### src/sv/mtep_pkg.sv
// Types and constants for the MIDI track event parser.
// Shared by midi_track_event_parser_top and its testbench tb_top; depends on nothing else.
package mtep_pkg;

    // One byte of the track chunk body.
    typedef struct packed {
        logic [7:0] track_byte;
        logic       end_of_track;
    } in_item_t;

    // One decoded result item.
    typedef struct packed {
        logic [2:0]  kind;
        logic [27:0] delta_ticks;
        logic [3:0]  event_type;
        logic [3:0]  channel_number;
        logic [7:0]  first_param;
        logic [7:0]  second_param;
        logic [7:0]  meta_kind;
        logic [27:0] payload_length;
        logic [7:0]  payload_byte;
        logic        event_done;
        logic [1:0]  error_code;
    } out_item_t;

    typedef enum logic [3:0] {
        PH_DELTA     = 4'd0,
        PH_STATUS    = 4'd1,
        PH_META_TYPE = 4'd2,
        PH_LENGTH    = 4'd3,
        PH_PAYLOAD   = 4'd4,
        PH_PARAM1    = 4'd5,
        PH_PARAM2    = 4'd6
    } phase_t;

    localparam logic [2:0] KIND_CHANNEL      = 3'd0;
    localparam logic [2:0] KIND_META_HEADER  = 3'd1;
    localparam logic [2:0] KIND_META_PAYLOAD = 3'd2;
    localparam logic [2:0] KIND_SYSEX_HEADER = 3'd3;
    localparam logic [2:0] KIND_ERROR        = 3'd4;

    localparam logic [1:0] ERR_NONE       = 2'd0;
    localparam logic [1:0] ERR_NO_RUNNING = 2'd1;
    localparam logic [1:0] ERR_OVERLONG   = 2'd2;
    localparam logic [1:0] ERR_TRUNCATED  = 2'd3;

    localparam logic [7:0] STATUS_META   = 8'hFF;
    localparam logic [7:0] STATUS_SYSEX  = 8'hF0;
    localparam logic [7:0] STATUS_ESCAPE = 8'hF7;
    localparam logic [7:0] DATA_MASK     = 8'h7F;
    localparam logic [7:0] STATUS_BIT    = 8'h80;
    localparam logic [7:0] NIBBLE_MASK   = 8'h0F;

    localparam logic [3:0] TYPE_PROGRAM  = 4'hC;
    localparam logic [3:0] TYPE_PRESSURE = 4'hD;

endpackage

### src/sv/midi_track_event_parser_top.sv
// Top level of the MIDI track event parser: byte-wide track decoder and result register.
// Depends on mtep_pkg for the item types, phase codes and constants.
//
// Usage:
//   s_valid/s_ready/s_data carry one byte of a track chunk body per item, with
//   end_of_track set on the final byte of the chunk. m_valid/m_ready/m_data carry
//   decoded results: channel events, meta headers, meta payload bytes, sysex
//   headers and errors. A byte gives zero or one result.
//   Throughput: one byte per cycle while s_ready is high. Each byte only moves
//   a small phase machine and a 28-bit variable-length quantity accumulator.
//   Latency: a result appears on m_data the cycle after the byte that causes it
//   is accepted.
//   Stalls: the result register holds a waiting result; a new byte is still
//   taken in the same cycle that the receiver takes the waiting result, so a
//   stream with m_ready held high never pauses. While a result waits and
//   m_ready is low, s_ready drops.
//   Reset (aresetn low, synchronous): empty the result register, clear the
//   running status and expect a delta time. The final byte of a chunk does the
//   same to the parser state.
//   Errors are reported as results of kind error; parsing then expects a delta.
module midi_track_event_parser_top #(
    parameter int MAX_QUANTITY_BYTES = 4
) (
    input  logic                aclk,
    input  logic                aresetn,
    input  logic                s_valid,
    output logic                s_ready,
    input  mtep_pkg::in_item_t  s_data,
    output logic                m_valid,
    input  logic                m_ready,
    output mtep_pkg::out_item_t m_data
);

    // Counter wide enough to hold the byte limit itself.
    localparam int QB_W = $clog2(MAX_QUANTITY_BYTES + 1);

    mtep_pkg::phase_t    phase_reg, phase_next;
    logic [27:0]         acc_reg, acc_next;
    logic [QB_W-1:0]     qb_reg, qb_next;
    logic [27:0]         held_delta_reg, held_delta_next;
    logic [27:0]         remaining_reg, remaining_next;
    logic [3:0]          run_type_reg, run_type_next;
    logic [3:0]          run_chan_reg, run_chan_next;
    logic                run_valid_reg, run_valid_next;
    logic [7:0]          held_param_reg, held_param_next;
    logic [7:0]          held_meta_reg, held_meta_next;
    logic                in_sysex_reg, in_sysex_next;

    logic                m_valid_reg, m_valid_next;
    mtep_pkg::out_item_t m_data_reg, m_data_next;

    logic                accept;
    logic [7:0]          b;
    logic                eot;

    // Quantity byte decode, shared by delta time and length phases.
    logic [27:0]         q_val;
    logic [QB_W-1:0]     q_cnt;
    logic                q_cont;
    logic                q_over;
    logic [27:0]         rem_dec;
    logic                one_byte;

    mtep_pkg::out_item_t res;
    logic                have;
    logic [1:0]          err;

    assign s_ready = !m_valid_reg || m_ready;
    assign accept  = s_valid && s_ready;
    assign m_valid = m_valid_reg;
    assign m_data  = m_data_reg;

    assign b        = s_data.track_byte;
    assign eot      = s_data.end_of_track;
    assign q_val    = {acc_reg[20:0], b[6:0] & mtep_pkg::DATA_MASK[6:0]};
    assign q_cnt    = qb_reg + QB_W'(1);
    assign q_cont   = (b & mtep_pkg::STATUS_BIT) != 8'd0;
    assign q_over   = q_cont && (q_cnt >= QB_W'(MAX_QUANTITY_BYTES));
    assign rem_dec  = (remaining_reg != 28'd0) ? remaining_reg - 28'd1 : 28'd0;
    assign one_byte = (run_type_reg == mtep_pkg::TYPE_PROGRAM) ||
                      (run_type_reg == mtep_pkg::TYPE_PRESSURE);

    always_comb begin
        phase_next      = phase_reg;
        acc_next        = acc_reg;
        qb_next         = qb_reg;
        held_delta_next = held_delta_reg;
        remaining_next  = remaining_reg;
        run_type_next   = run_type_reg;
        run_chan_next   = run_chan_reg;
        run_valid_next  = run_valid_reg;
        held_param_next = held_param_reg;
        held_meta_next  = held_meta_reg;
        in_sysex_next   = in_sysex_reg;
        res             = '0;
        have            = 1'b0;
        err             = mtep_pkg::ERR_NONE;

        case (phase_reg)
            mtep_pkg::PH_STATUS: begin
                if (b == mtep_pkg::STATUS_META) begin
                    phase_next = mtep_pkg::PH_META_TYPE;
                end else if (b == mtep_pkg::STATUS_SYSEX || b == mtep_pkg::STATUS_ESCAPE) begin
                    in_sysex_next = 1'b1;
                    phase_next    = mtep_pkg::PH_LENGTH;
                end else if (q_cont) begin
                    run_type_next  = b[7:4];
                    run_chan_next  = 4'(b & mtep_pkg::NIBBLE_MASK);
                    run_valid_next = 1'b1;
                    phase_next     = mtep_pkg::PH_PARAM1;
                end else if (!run_valid_reg) begin
                    err = mtep_pkg::ERR_NO_RUNNING;
                end else begin
                    // Running status: this byte is the first data byte.
                    held_param_next = b;
                    if (one_byte) begin
                        res.kind           = mtep_pkg::KIND_CHANNEL;
                        res.delta_ticks    = held_delta_reg;
                        res.event_type     = run_type_reg;
                        res.channel_number = run_chan_reg;
                        res.first_param    = b;
                        res.event_done     = 1'b1;
                        have               = 1'b1;
                        phase_next         = mtep_pkg::PH_DELTA;
                    end else begin
                        phase_next = mtep_pkg::PH_PARAM2;
                    end
                end
            end
            mtep_pkg::PH_META_TYPE: begin
                held_meta_next = b;
                in_sysex_next  = 1'b0;
                phase_next     = mtep_pkg::PH_LENGTH;
            end
            mtep_pkg::PH_LENGTH: begin
                if (q_cont) begin
                    if (q_over) begin
                        err = mtep_pkg::ERR_OVERLONG;
                    end else begin
                        acc_next = q_val;
                        qb_next  = q_cnt;
                    end
                end else begin
                    acc_next           = '0;
                    qb_next            = '0;
                    remaining_next     = q_val;
                    res.kind           = in_sysex_reg ? mtep_pkg::KIND_SYSEX_HEADER
                                                      : mtep_pkg::KIND_META_HEADER;
                    res.delta_ticks    = held_delta_reg;
                    res.meta_kind      = in_sysex_reg ? 8'd0 : held_meta_reg;
                    res.payload_length = q_val;
                    res.event_done     = in_sysex_reg || (q_val == 28'd0);
                    have               = 1'b1;
                    phase_next         = (q_val == 28'd0) ? mtep_pkg::PH_DELTA
                                                          : mtep_pkg::PH_PAYLOAD;
                end
            end
            mtep_pkg::PH_PAYLOAD: begin
                remaining_next = rem_dec;
                if (!in_sysex_reg) begin
                    res.kind         = mtep_pkg::KIND_META_PAYLOAD;
                    res.delta_ticks  = held_delta_reg;
                    res.meta_kind    = held_meta_reg;
                    res.payload_byte = b;
                    res.event_done   = (rem_dec == 28'd0);
                    have             = 1'b1;
                end
                if (rem_dec == 28'd0) begin
                    phase_next = mtep_pkg::PH_DELTA;
                end
            end
            mtep_pkg::PH_PARAM1: begin
                held_param_next = b;
                if (one_byte) begin
                    res.kind           = mtep_pkg::KIND_CHANNEL;
                    res.delta_ticks    = held_delta_reg;
                    res.event_type     = run_type_reg;
                    res.channel_number = run_chan_reg;
                    res.first_param    = b;
                    res.event_done     = 1'b1;
                    have               = 1'b1;
                    phase_next         = mtep_pkg::PH_DELTA;
                end else begin
                    phase_next = mtep_pkg::PH_PARAM2;
                end
            end
            mtep_pkg::PH_PARAM2: begin
                res.kind           = mtep_pkg::KIND_CHANNEL;
                res.delta_ticks    = held_delta_reg;
                res.event_type     = run_type_reg;
                res.channel_number = run_chan_reg;
                res.first_param    = held_param_reg;
                res.second_param   = b;
                res.event_done     = 1'b1;
                have               = 1'b1;
                phase_next         = mtep_pkg::PH_DELTA;
            end
            default: begin
                // Delta time; unused phase codes fall here as well.
                if (q_cont) begin
                    if (q_over) begin
                        err = mtep_pkg::ERR_OVERLONG;
                    end else begin
                        acc_next = q_val;
                        qb_next  = q_cnt;
                    end
                end else begin
                    acc_next        = '0;
                    qb_next         = '0;
                    held_delta_next = q_val;
                    phase_next      = mtep_pkg::PH_STATUS;
                end
            end
        endcase

        // Abandon the event on an error; flag a chunk that ends mid-event.
        if (err != mtep_pkg::ERR_NONE) begin
            phase_next = mtep_pkg::PH_DELTA;
            acc_next   = '0;
            qb_next    = '0;
        end else if (eot && !(phase_next == mtep_pkg::PH_DELTA && qb_next == '0)) begin
            err = mtep_pkg::ERR_TRUNCATED;
        end
        if (err != mtep_pkg::ERR_NONE) begin
            res            = '0;
            res.kind       = mtep_pkg::KIND_ERROR;
            res.event_done = 1'b1;
            res.error_code = err;
            have           = 1'b1;
        end

        // Final byte of the chunk: return all parser state to reset.
        if (eot) begin
            phase_next      = mtep_pkg::PH_DELTA;
            acc_next        = '0;
            qb_next         = '0;
            held_delta_next = '0;
            remaining_next  = '0;
            run_type_next   = '0;
            run_chan_next   = '0;
            run_valid_next  = 1'b0;
            held_param_next = '0;
            held_meta_next  = '0;
            in_sysex_next   = 1'b0;
        end

        // Result register: load on accept, drain when the receiver takes it.
        m_valid_next = m_valid_reg;
        m_data_next  = m_data_reg;
        if (accept) begin
            m_valid_next = have;
            if (have) begin
                m_data_next = res;
            end
        end else if (m_ready) begin
            m_valid_next = 1'b0;
        end
    end

    always_ff @(posedge aclk) begin
        if (!aresetn) begin
            phase_reg      <= mtep_pkg::PH_DELTA;
            acc_reg        <= '0;
            qb_reg         <= '0;
            held_delta_reg <= '0;
            remaining_reg  <= '0;
            run_type_reg   <= '0;
            run_chan_reg   <= '0;
            run_valid_reg  <= 1'b0;
            held_param_reg <= '0;
            held_meta_reg  <= '0;
            in_sysex_reg   <= 1'b0;
            m_valid_reg    <= 1'b0;
        end else begin
            if (accept) begin
                phase_reg      <= phase_next;
                acc_reg        <= acc_next;
                qb_reg         <= qb_next;
                held_delta_reg <= held_delta_next;
                remaining_reg  <= remaining_next;
                run_type_reg   <= run_type_next;
                run_chan_reg   <= run_chan_next;
                run_valid_reg  <= run_valid_next;
                held_param_reg <= held_param_next;
                held_meta_reg  <= held_meta_next;
                in_sysex_reg   <= in_sysex_next;
            end
            m_valid_reg <= m_valid_next;
        end
    end

    always_ff @(posedge aclk) begin
        m_data_reg <= m_data_next;
    end

    // Error results always close their event and carry a code.
    a_error_has_code: assert property (@(posedge aclk) disable iff (!aresetn)
        m_valid && m_data.kind == mtep_pkg::KIND_ERROR
        |-> m_data.event_done && m_data.error_code != mtep_pkg::ERR_NONE)
        else $error("error result without code or event_done");

    // Other results never carry an error code.
    a_no_stray_code: assert property (@(posedge aclk) disable iff (!aresetn)
        m_valid && m_data.kind != mtep_pkg::KIND_ERROR
        |-> m_data.error_code == mtep_pkg::ERR_NONE)
        else $error("error code on a non-error result");

    // The final byte of a chunk returns the parser to its reset state.
    a_eot_clears: assert property (@(posedge aclk) disable iff (!aresetn)
        accept && s_data.end_of_track
        |=> phase_reg == mtep_pkg::PH_DELTA && qb_reg == '0 && !run_valid_reg)
        else $error("parser state not cleared after end of track");

    // The quantity byte count stays below the limit between bytes.
    a_qb_bound: assert property (@(posedge aclk) disable iff (!aresetn)
        qb_reg < QB_W'(MAX_QUANTITY_BYTES))
        else $error("quantity byte count reached the limit");

endmodule

### config.mk
export PLATFORM = sky130hd
export DESIGN_NAME = midi_track_event_parser_top
export DESIGN_NICKNAME = d
export VERILOG_FILES = /design/src/sv/mtep_pkg.sv /design/src/sv/midi_track_event_parser_top.sv
export SDC_FILE = /design/constraint.sdc
export NUM_CORES = 1
export LEC_CHECK = 0
export BUFFER_PORTS_ARGS = -buffer_cell sky130_fd_sc_hd__clkbuf_2
export CAP_MARGIN = 20
export CORE_MARGIN = 4
export CORE_UTILIZATION = 40
export CTS_BUF_LIST = sky130_fd_sc_hd__clkbuf_16
export DETAILED_ROUTE_END_ITERATION = 10
export GPL_TIMING_DRIVEN = 0
export SYNTH_ARGS = -nofsm -noshare
export SYNTH_HDL_FRONTEND = slang
export SYNTH_SLANG_ARGS = --single-unit
### constraint.sdc
create_clock -name aclk -period 14.2 [get_ports aclk]
set_clock_uncertainty 0.15 [all_clocks]
set_input_delay 1.42 -clock aclk [delete_from_list [all_inputs] [get_ports aclk]]
set_output_delay 1.42 -clock aclk [all_outputs]
set_load 0.02 [all_outputs]
==> impl_metrics.py, run 1 <==
metrics = {
    "clock_network": {
        "cts_tree": "done",
        "clock_latency_ns": 0.52,
        "htreeDepth": 1,
        "cts.path.max_buffers": 3,
        "cts.sinks": 212,
        "path_clk_slew_ns": 0.06,
        "cts_resized": 0,
        "cts_root_buffer": "clkbuf_16",
        "hold_buffers": 0,
        "postCtsSetupRepairBufs": 0,
        "cts_buffers": 24,
    },
    "pwr": {
        "sequentialPowerShare_pct": 46.3,
        "clkPwrFrac_pct": 44.4,
        "p_per_area_mw_per_mm2": 121,
        "internal_power_mw": 1.08,
        "power_mw": 1.45,
        "p_switching_mw": 0.364,
        "p_comb_share_pct": 9.3,
        "sw_frac_of_total_pct": 25.2,
        "vdd_drop_max_mv": 0.0764,
        "power_leakage_nw": 4.56,
    },
    "layout": {
        "stdcell_area_mm2": 0.0119,
        "final_common_cell": "nor2_1",
        "largest_reg_flops": 102,
        "areaGrowthSynthToFinish_pct": 18.7,
        "fin_cells": 1521,
        "fillCellCount": 2359,
        "final_core_util_pct": 48.6,
        "num_antenna_cells": 0,
        "nNetsFinal": 1195,
        "final_cell_mix": "139 x nor2_1, 110 x dfxtp_1, 110 x clkbuf_2",
        "layout-drive-gt1-share_pct": 18.7,
    },
    "timing": {
        "rsz0062_at_grt": "false",
        "setup_viol": 0,
        "max_slew.worst_pin.slew_ns": 1.01,
        "drv_slew": 0,
        "fin_setup_tns_ns": 0,
        "fmax_ghz": 0.169,
        "hold_viol": 0,
        "fin_crit_sh_pct": 41.8,
        "fin_crit_ns": 5.93,
        "maxSlewHeadroom_pct": 32.1,
    },
    "logic_synthesis": {
        "ys_warn_count": 0,
        "synth-edff-count": 102,
        "synthesis.area_mm2": 0.0100,
        "synth.yosys.seq_area_share_pct": 52.4,
        "async_reset_ff_share_pct": 0,
        "synth.avg_cell_area_um2": 9.70,
        "syn_nets": 1052,
        "synthDistinctLibCells": 70,
        "ys_ff_latch": 212,
        "synth_cells": 1036,
        "synth_flop_cell": "dfxtp_1",
    },
    "global_route": {
        "first_global_vias": 7994,
        "grt_use_total_pct": 20.6,
        "grt_pass1_wl_um": 46300,
        "antenna_found_initial": 0,
        "grt_overflow": 0,
        "grt_max_degree": 33,
    },
    "place": {
        "placed_cells": 1477,
        "port_buffers": 110,
        "routabilityCongestion": 0.940,
        "dp_hpwl_um": 21800,
        "dpl_cell_area_mm2": 0.0111,
    },
    "route": {
        "antenna_left": 0,
        "drt-total-wl_um": 29800,
        "viasPerCell": 5.67,
        "wire_per_inst_um": 19.6,
        "drt-initial-drc-count": 810,
        "num_vias": 8627,
        "firstDrtPassIters": 6,
        "drc": 0,
    },
    "die": {
        "die_x_um": 166,
        "rows": 57,
        "initial_utilization_pct": 41.0,
        "coreArea_mm2": 0.0245,
        "io_pins": 117,
        "die_y_um": 166,
        "die_area_mm2": 0.0277,
    },
    "worst_hold_path": {
        "hold_class": "flip-flop to flip-flop",
    },
    "critical_path": {
        "cp_slowest_cell": "o31a_2",
        "critPathKind": "input pin to flip-flop",
        "worst_ep_required_time_ns": 14.26,
        "critPathTopFamily": "buffers and inverters",
        "critPathBufInv": 6,
        "cp.arrival_ns": 5.99,
        "start_kind": "input pin",
        "path_cells": "clkbuf_1, and4_1, o21ai_0, o221ai_1, nor2_1, a21boi_1, or2_2, clkbuf_1, clkbuf_1, o31a_2, buf_12, buf_12, buf_12",
        "crit_fanout": 32,
        "slowest_delay_ns": 0.66,
        "crit_path_end_kind": "flip-flop",
    },
    "outcome": {
        "status": "completed",
    },
    "flow_run": {
        "drv_cap": 0,
    },
}
[final cells by class]
cell class | count | area, um2 | share of cell area [%]
Timing Repair Buffer | 117 | 638 | 5.35
Clock buffer | 26 | 651 | 5.45
Tap cell | 324 | 405 | 3.40
Clock inverter | 18 | 179 | 1.50
Sequential cell | 212 | 5270 | 44.1
Inverter | 25 | 93.8 | 0.787
Buffer | 92 | 402 | 3.37
Multi-Input combinational cell | 707 | 4300 | 36.0
[Yosys cell counts, types with 14 or more instances]
master | count | share of area [%]
nor3_1 | 57 | 2.8
nor3_2 | 40 | 4.0
nor4_1 | 34 | 2.1
nand2_1 | 105 | 3.9
nor2_1 | 139 | 5.2
mux2i_1 | 15 | 1.5
dfxtp_1 | 110 | 22
xnor2_1 | 14 | 1.2
inv_1 | 23 | 0.86
clkbuf_1 | 72 | 2.7
o21ai_0 | 18 | 0.90
o31ai_1 | 16 | 1.2
a22oi_1 | 87 | 6.5
edfxtp_1 | 102 | 30
[final timing paths]
kind / to / slack (ns) / startpoint / cells past startpoint
max: m_data[4] / 8.27 / s_data[5] / 13
min: remaining_reg[17] / 0.35 / remaining_reg[17] / 2
max reg2reg: m_data[4] / 8.92 / phase_reg[1] / 13
min reg2reg: remaining_reg[17] / 0.35 / remaining_reg[17] / 2
[worst reg2reg max path: stages (launching register included)]
cell and delay, ns:
dfxtp_1 0.33, buf_2 0.18, nor4b_1 0.61, o21ai_0 0.21, o211ai_1 0.33, a2bb2oi_1 0.17, a21boi_1 0.38, or2_2 0.19
clkbuf_1 0.41, clkbuf_1 0.64, o31a_2 0.66, buf_12 0.28, buf_12 0.24, buf_12 0.21
[power by group through the flow]
| stage | clock network [mW] | registers [mW] | logic (mW) |
|---|---|---|---|
| 2_1_floorplan | 0 | 0.705 | 0.0634 |
| 3_3_place_gp | 0 | 0.687 | 0.129 |
| 3_5_place_dp | 0 | 0.684 | 0.133 |
| 4_1_cts | 0.651 | 0.670 | 0.134 |
| 5_1_grt | 0.678 | 0.672 | 0.143 |
| 6_report | 0.642 | 0.670 | 0.134 |
[through the flow]
step / setup slack (ns) / hold WS [ns]
global route: 8.03 / 0.360
finish: 8.27 / 0.347
global placement: 5.36 / 0.311
CTS: 8.38 / 0.339
detailed placement: 7.88 / 0.328
floorplan: 7.76 / 0.295
[logic make-up (layout without fill, tap and decap cells)]
kind of cell / count (synthesis) / after routing / synth area share (%)
multiplexers: 15 / 15 / 1.49
XOR/XNOR: 22 / 22 / 1.92
flip-flops: 212 / 212 / 52.4
buffers and inverters: 117 / 278 / 4.93
AND/OR/NAND/NOR: 463 / 463 / 24.1
AO/OA/AOI/OAI: 204 / 204 / 14.8
adder cells (fa/ha/maj): 3 / 3 / 0.374
[layer usage]
layer | vias to the layer above | wire [um] | global-route usage (%)
met5 | - | 0 | 0
met4 | 0 | 651 | 4.62
met3 | 49 | 2600 | 4.20
met2 | 379 | 13200 | 31.9
met1 | 4108 | 13400 | 29.8
li1 | 4091 | - | -
(Power assumes the default switching activity.)
==> inputs of run 2 (changes only) <==
Settings changed: ABC_AREA from default to 1.
Clock period 14.2 ns to 5.6 ns, I/O delays scaled along.
==> run 2 against run 1 <==
Compared with the run above:
- first-iteration DRC count shrank 15%
- final cell count grew 7.2%
- largest power group unchanged
- non-clock buffer count shrank 47
- via count shrank 3.9%
- flip-flop and latch count is the same
==> impl_metrics.py, run 2 <==
metrics = {
    "outcome": {
        "status": "completed",
    },
    "layout": {
        "multiInputGateArea_mm2": 0.00386,
        "fillCellCount": 2319,
        "nNetsFinal": 1311,
        "layout-drive-gt1-share_pct": 16.7,
        "final_cell_mix": "234 x nand2_1, 154 x nor2_1, 115 x a21oi_1, 115 x clkbuf_2, 110 x dfxtp_1",
        "stdcell_area_mm2": 0.0116,
        "regArea_mm2": 0.00527,
        "areaGrowthSynthToFinish_pct": 18.3,
        "final_common_cell": "nand2_1",
        "num_antenna_cells": 0,
        "largest_reg_flops": 102,
    },
    "clock_network": {
        "path_clk_slew_ns": 0.07,
        "htreeDepth": 1,
        "cts.path.max_buffers": 3,
        "postCtsSetupRepairBufs": 0,
        "hold_buffers": 0,
        "cts_tree": "done",
        "cts_resized": 0,
        "clock_latency_ns": 0.52,
        "cts_buffers": 22,
        "cts.sinks": 212,
        "cts_root_buffer": "clkbuf_16",
    },
    "critical_path": {
        "rr_endpoint": "m_data[59]",
        "critical_path.most_common_cell": "nand2_1",
        "start_kind": "flip-flop",
        "cp.arrival_ns": 3.85,
        "crit_path_end_kind": "flip-flop",
        "ff2ff_path_depth": 22,
        "rrSetupSlack_ns": 1.79,
        "crit_fanout": 54,
        "path_cells": "inv_1, ha_1, nand2_2, nor2_2, buf_4, nand2_1, nand2_1, nand2_1, nor2_1, nor2_1, nand3_1, nor2_1, nand3_1, nand2_1, nand2_1, nand2_1, nand2_2, nand2_4, nand3_1, nand2_1, inv_4, buf_16",
        "slowest_delay_ns": 0.51,
        "critPathKind": "flip-flop to flip-flop",
        "critPathTopFamily": "simple AND/OR/NAND/NOR gates",
        "worst_ep_required_time_ns": 5.64,
        "timing.rr.start": "remaining_reg[0]",
        "cp_slowest_cell": "inv_4",
        "critPathBufInv": 4,
    },
    "timing": {
        "fin_crit_sh_pct": 68.0,
        "setup_viol": 0,
        "fin_crit_ns": 3.81,
        "fin_setup_tns_ns": 0,
        "rsz0062_at_grt": "false",
        "max_slew.worst_pin.slew_ns": 0.799,
        "drv_slew": 0,
        "maxSlewHeadroom_pct": 46.3,
        "hold_viol": 0,
        "fmax_ghz": 0.263,
    },
    "route": {
        "firstDrtPassIters": 6,
        "viasPerCell": 5.09,
        "wire_per_inst_um": 16.8,
        "drc": 0,
        "drt-initial-drc-count": 688,
        "antenna_left": 0,
        "drt-total-wl_um": 27400,
        "num_vias": 8291,
    },
    "die": {
        "io_pins": 117,
        "die_area_mm2": 0.0270,
        "coreArea_mm2": 0.0238,
        "die_x_um": 164,
        "initial_utilization_pct": 41.2,
        "rows": 56,
        "die_y_um": 164,
    },
    "pwr": {
        "p_per_area_mw_per_mm2": 317,
        "power_leakage_nw": 4.42,
        "power_mw": 3.68,
        "vdd_drop_max_mv": 0.179,
    },
    "global_route": {
        "grt_overflow": 0,
        "grt_max_degree": 55,
        "first_global_vias": 7870,
        "antenna_found_initial": 0,
        "grt_use_total_pct": 20.2,
        "grt_pass1_wl_um": 43100,
    },
    "place": {
        "dpl_cell_area_mm2": 0.0108,
        "routabilityCongestion": 0.926,
        "dp_hpwl_um": 20300,
        "port_buffers": 115,
    },
    "worst_hold_path": {
        "hold_depth": 3,
        "hold_class": "input pin to flip-flop",
        "hold_end": "held_meta_reg[2]",
        "worstHoldStart": "aresetn",
    },
    "logic_synthesis": {
        "synth-edff-count": 102,
        "async_reset_ff_share_pct": 0,
        "synthTopCellsByArea": "edfxtp_1 31%, dfxtp_1 22%, nand2_1 9.0%",
        "syn_nets": 1171,
        "synth.yosys.seq_area_share_pct": 53.8,
        "synth.avg_cell_area_um2": 8.48,
        "synthesis.area_mm2": 0.00979,
        "synth_top_area_share_pct": 31.3,
        "ys_ff_latch": 212,
        "synthDistinctLibCells": 47,
        "yosys.area.top_type": "edfxtp_1",
        "synth_flop_cell": "dfxtp_1",
        "ys_warn_count": 0,
        "synth_cells": 1155,
        "post-synth-top-count-cell": "nand2_1",
        "synth_common_cells": "234 x nand2_1, 154 x nor2_1, 115 x a21oi_1, 110 x dfxtp_1, 105 x inv_1",
    },
    "flow_run": {
        "drv_cap": 0,
    },
}
## run 2: changes by cell type in the layout (fill, tap and decap cells not counted), sizes merged, moves of 37 or more
cell	change
nand2	+140
a21oi	+102
inv	+86
nor3	-77
a22oi	-73
nand3	+61
nor2	+49
clkbuf	-37
## run 2: metrics by stage
step / hold WS (ns) / utilization (%) / setup slack, ns / cells
5_1_grt: 0.241 / 48.7 / 1.48 / 1630
3_3_place_gp: 0.292 / 45.3 / -0.414 / 1589
4_1_cts: 0.192 / 48.7 / 1.78 / 1630
3_5_place_dp: 0.297 / 45.4 / 1.65 / 1590
6_report: 0.211 / 48.7 / 1.79 / 1630
2_1_floorplan: 0.280 / - / 1.13 / 1155
## run 2: how the worst max path moves through the flow
stage	startpoint	to	cells after the start
3_3_place_gp	s_data[3]	m_data[3]	12
6_report	remaining_reg[0]	m_data[59]	22
5_1_grt	remaining_reg[0]	m_data[61]	22
4_1_cts	remaining_reg[0]	m_data[47]	22
3_5_place_dp	s_data[3]	m_data[3]	16
2_1_floorplan	remaining_reg[0]	m_data[0]	21
## run 2: cell families (layout without fill, tap and decap cells)
group           after synthesis  in the layout  synth area share [%]
compound gates              225            225                  12.8
xor+xnor                      4              4                 0.358
fa+ha+maj                     3              3                 0.383
buf+inv                     163            319                  6.81
flops                       212            212                  53.8
simple gates                548            548                  25.8
## run 2: per-layer routing
layer	up-vias	wire, um	global-route usage [%]
met5	-	0	0
li1	4157	-	-
met2	255	12200	31.8
met4	0	747	6.28
met1	3819	12700	28.7
met3	60	1700	3.07
## run 2: area by class of cell
type	count	area share, %
clock inverters	17	1.79
clock buffers	23	4.97
inverters	117	3.87
plain buffers	46	1.91
well taps	319	3.45
repair buffers	116	5.21
multi-input cells	780	33.3
flip-flops and latches	212	45.5
## run 2: tightest hold or removal path, stage by stage
cell	delay, ns
clkbuf_2	0.14
o21ai_0	0.09
a21oi_1	0.04
## run 2: power breakdown
group / switching [mW] / leakage, nW / internal, mW
Combinational: 0.272 / 2.17 / 0.0894
Clock: 0.617 / 0.385 / 0.975
Sequential: 0.0271 / 1.87 / 1.69
Total: 0.917 / 4.42 / 2.76
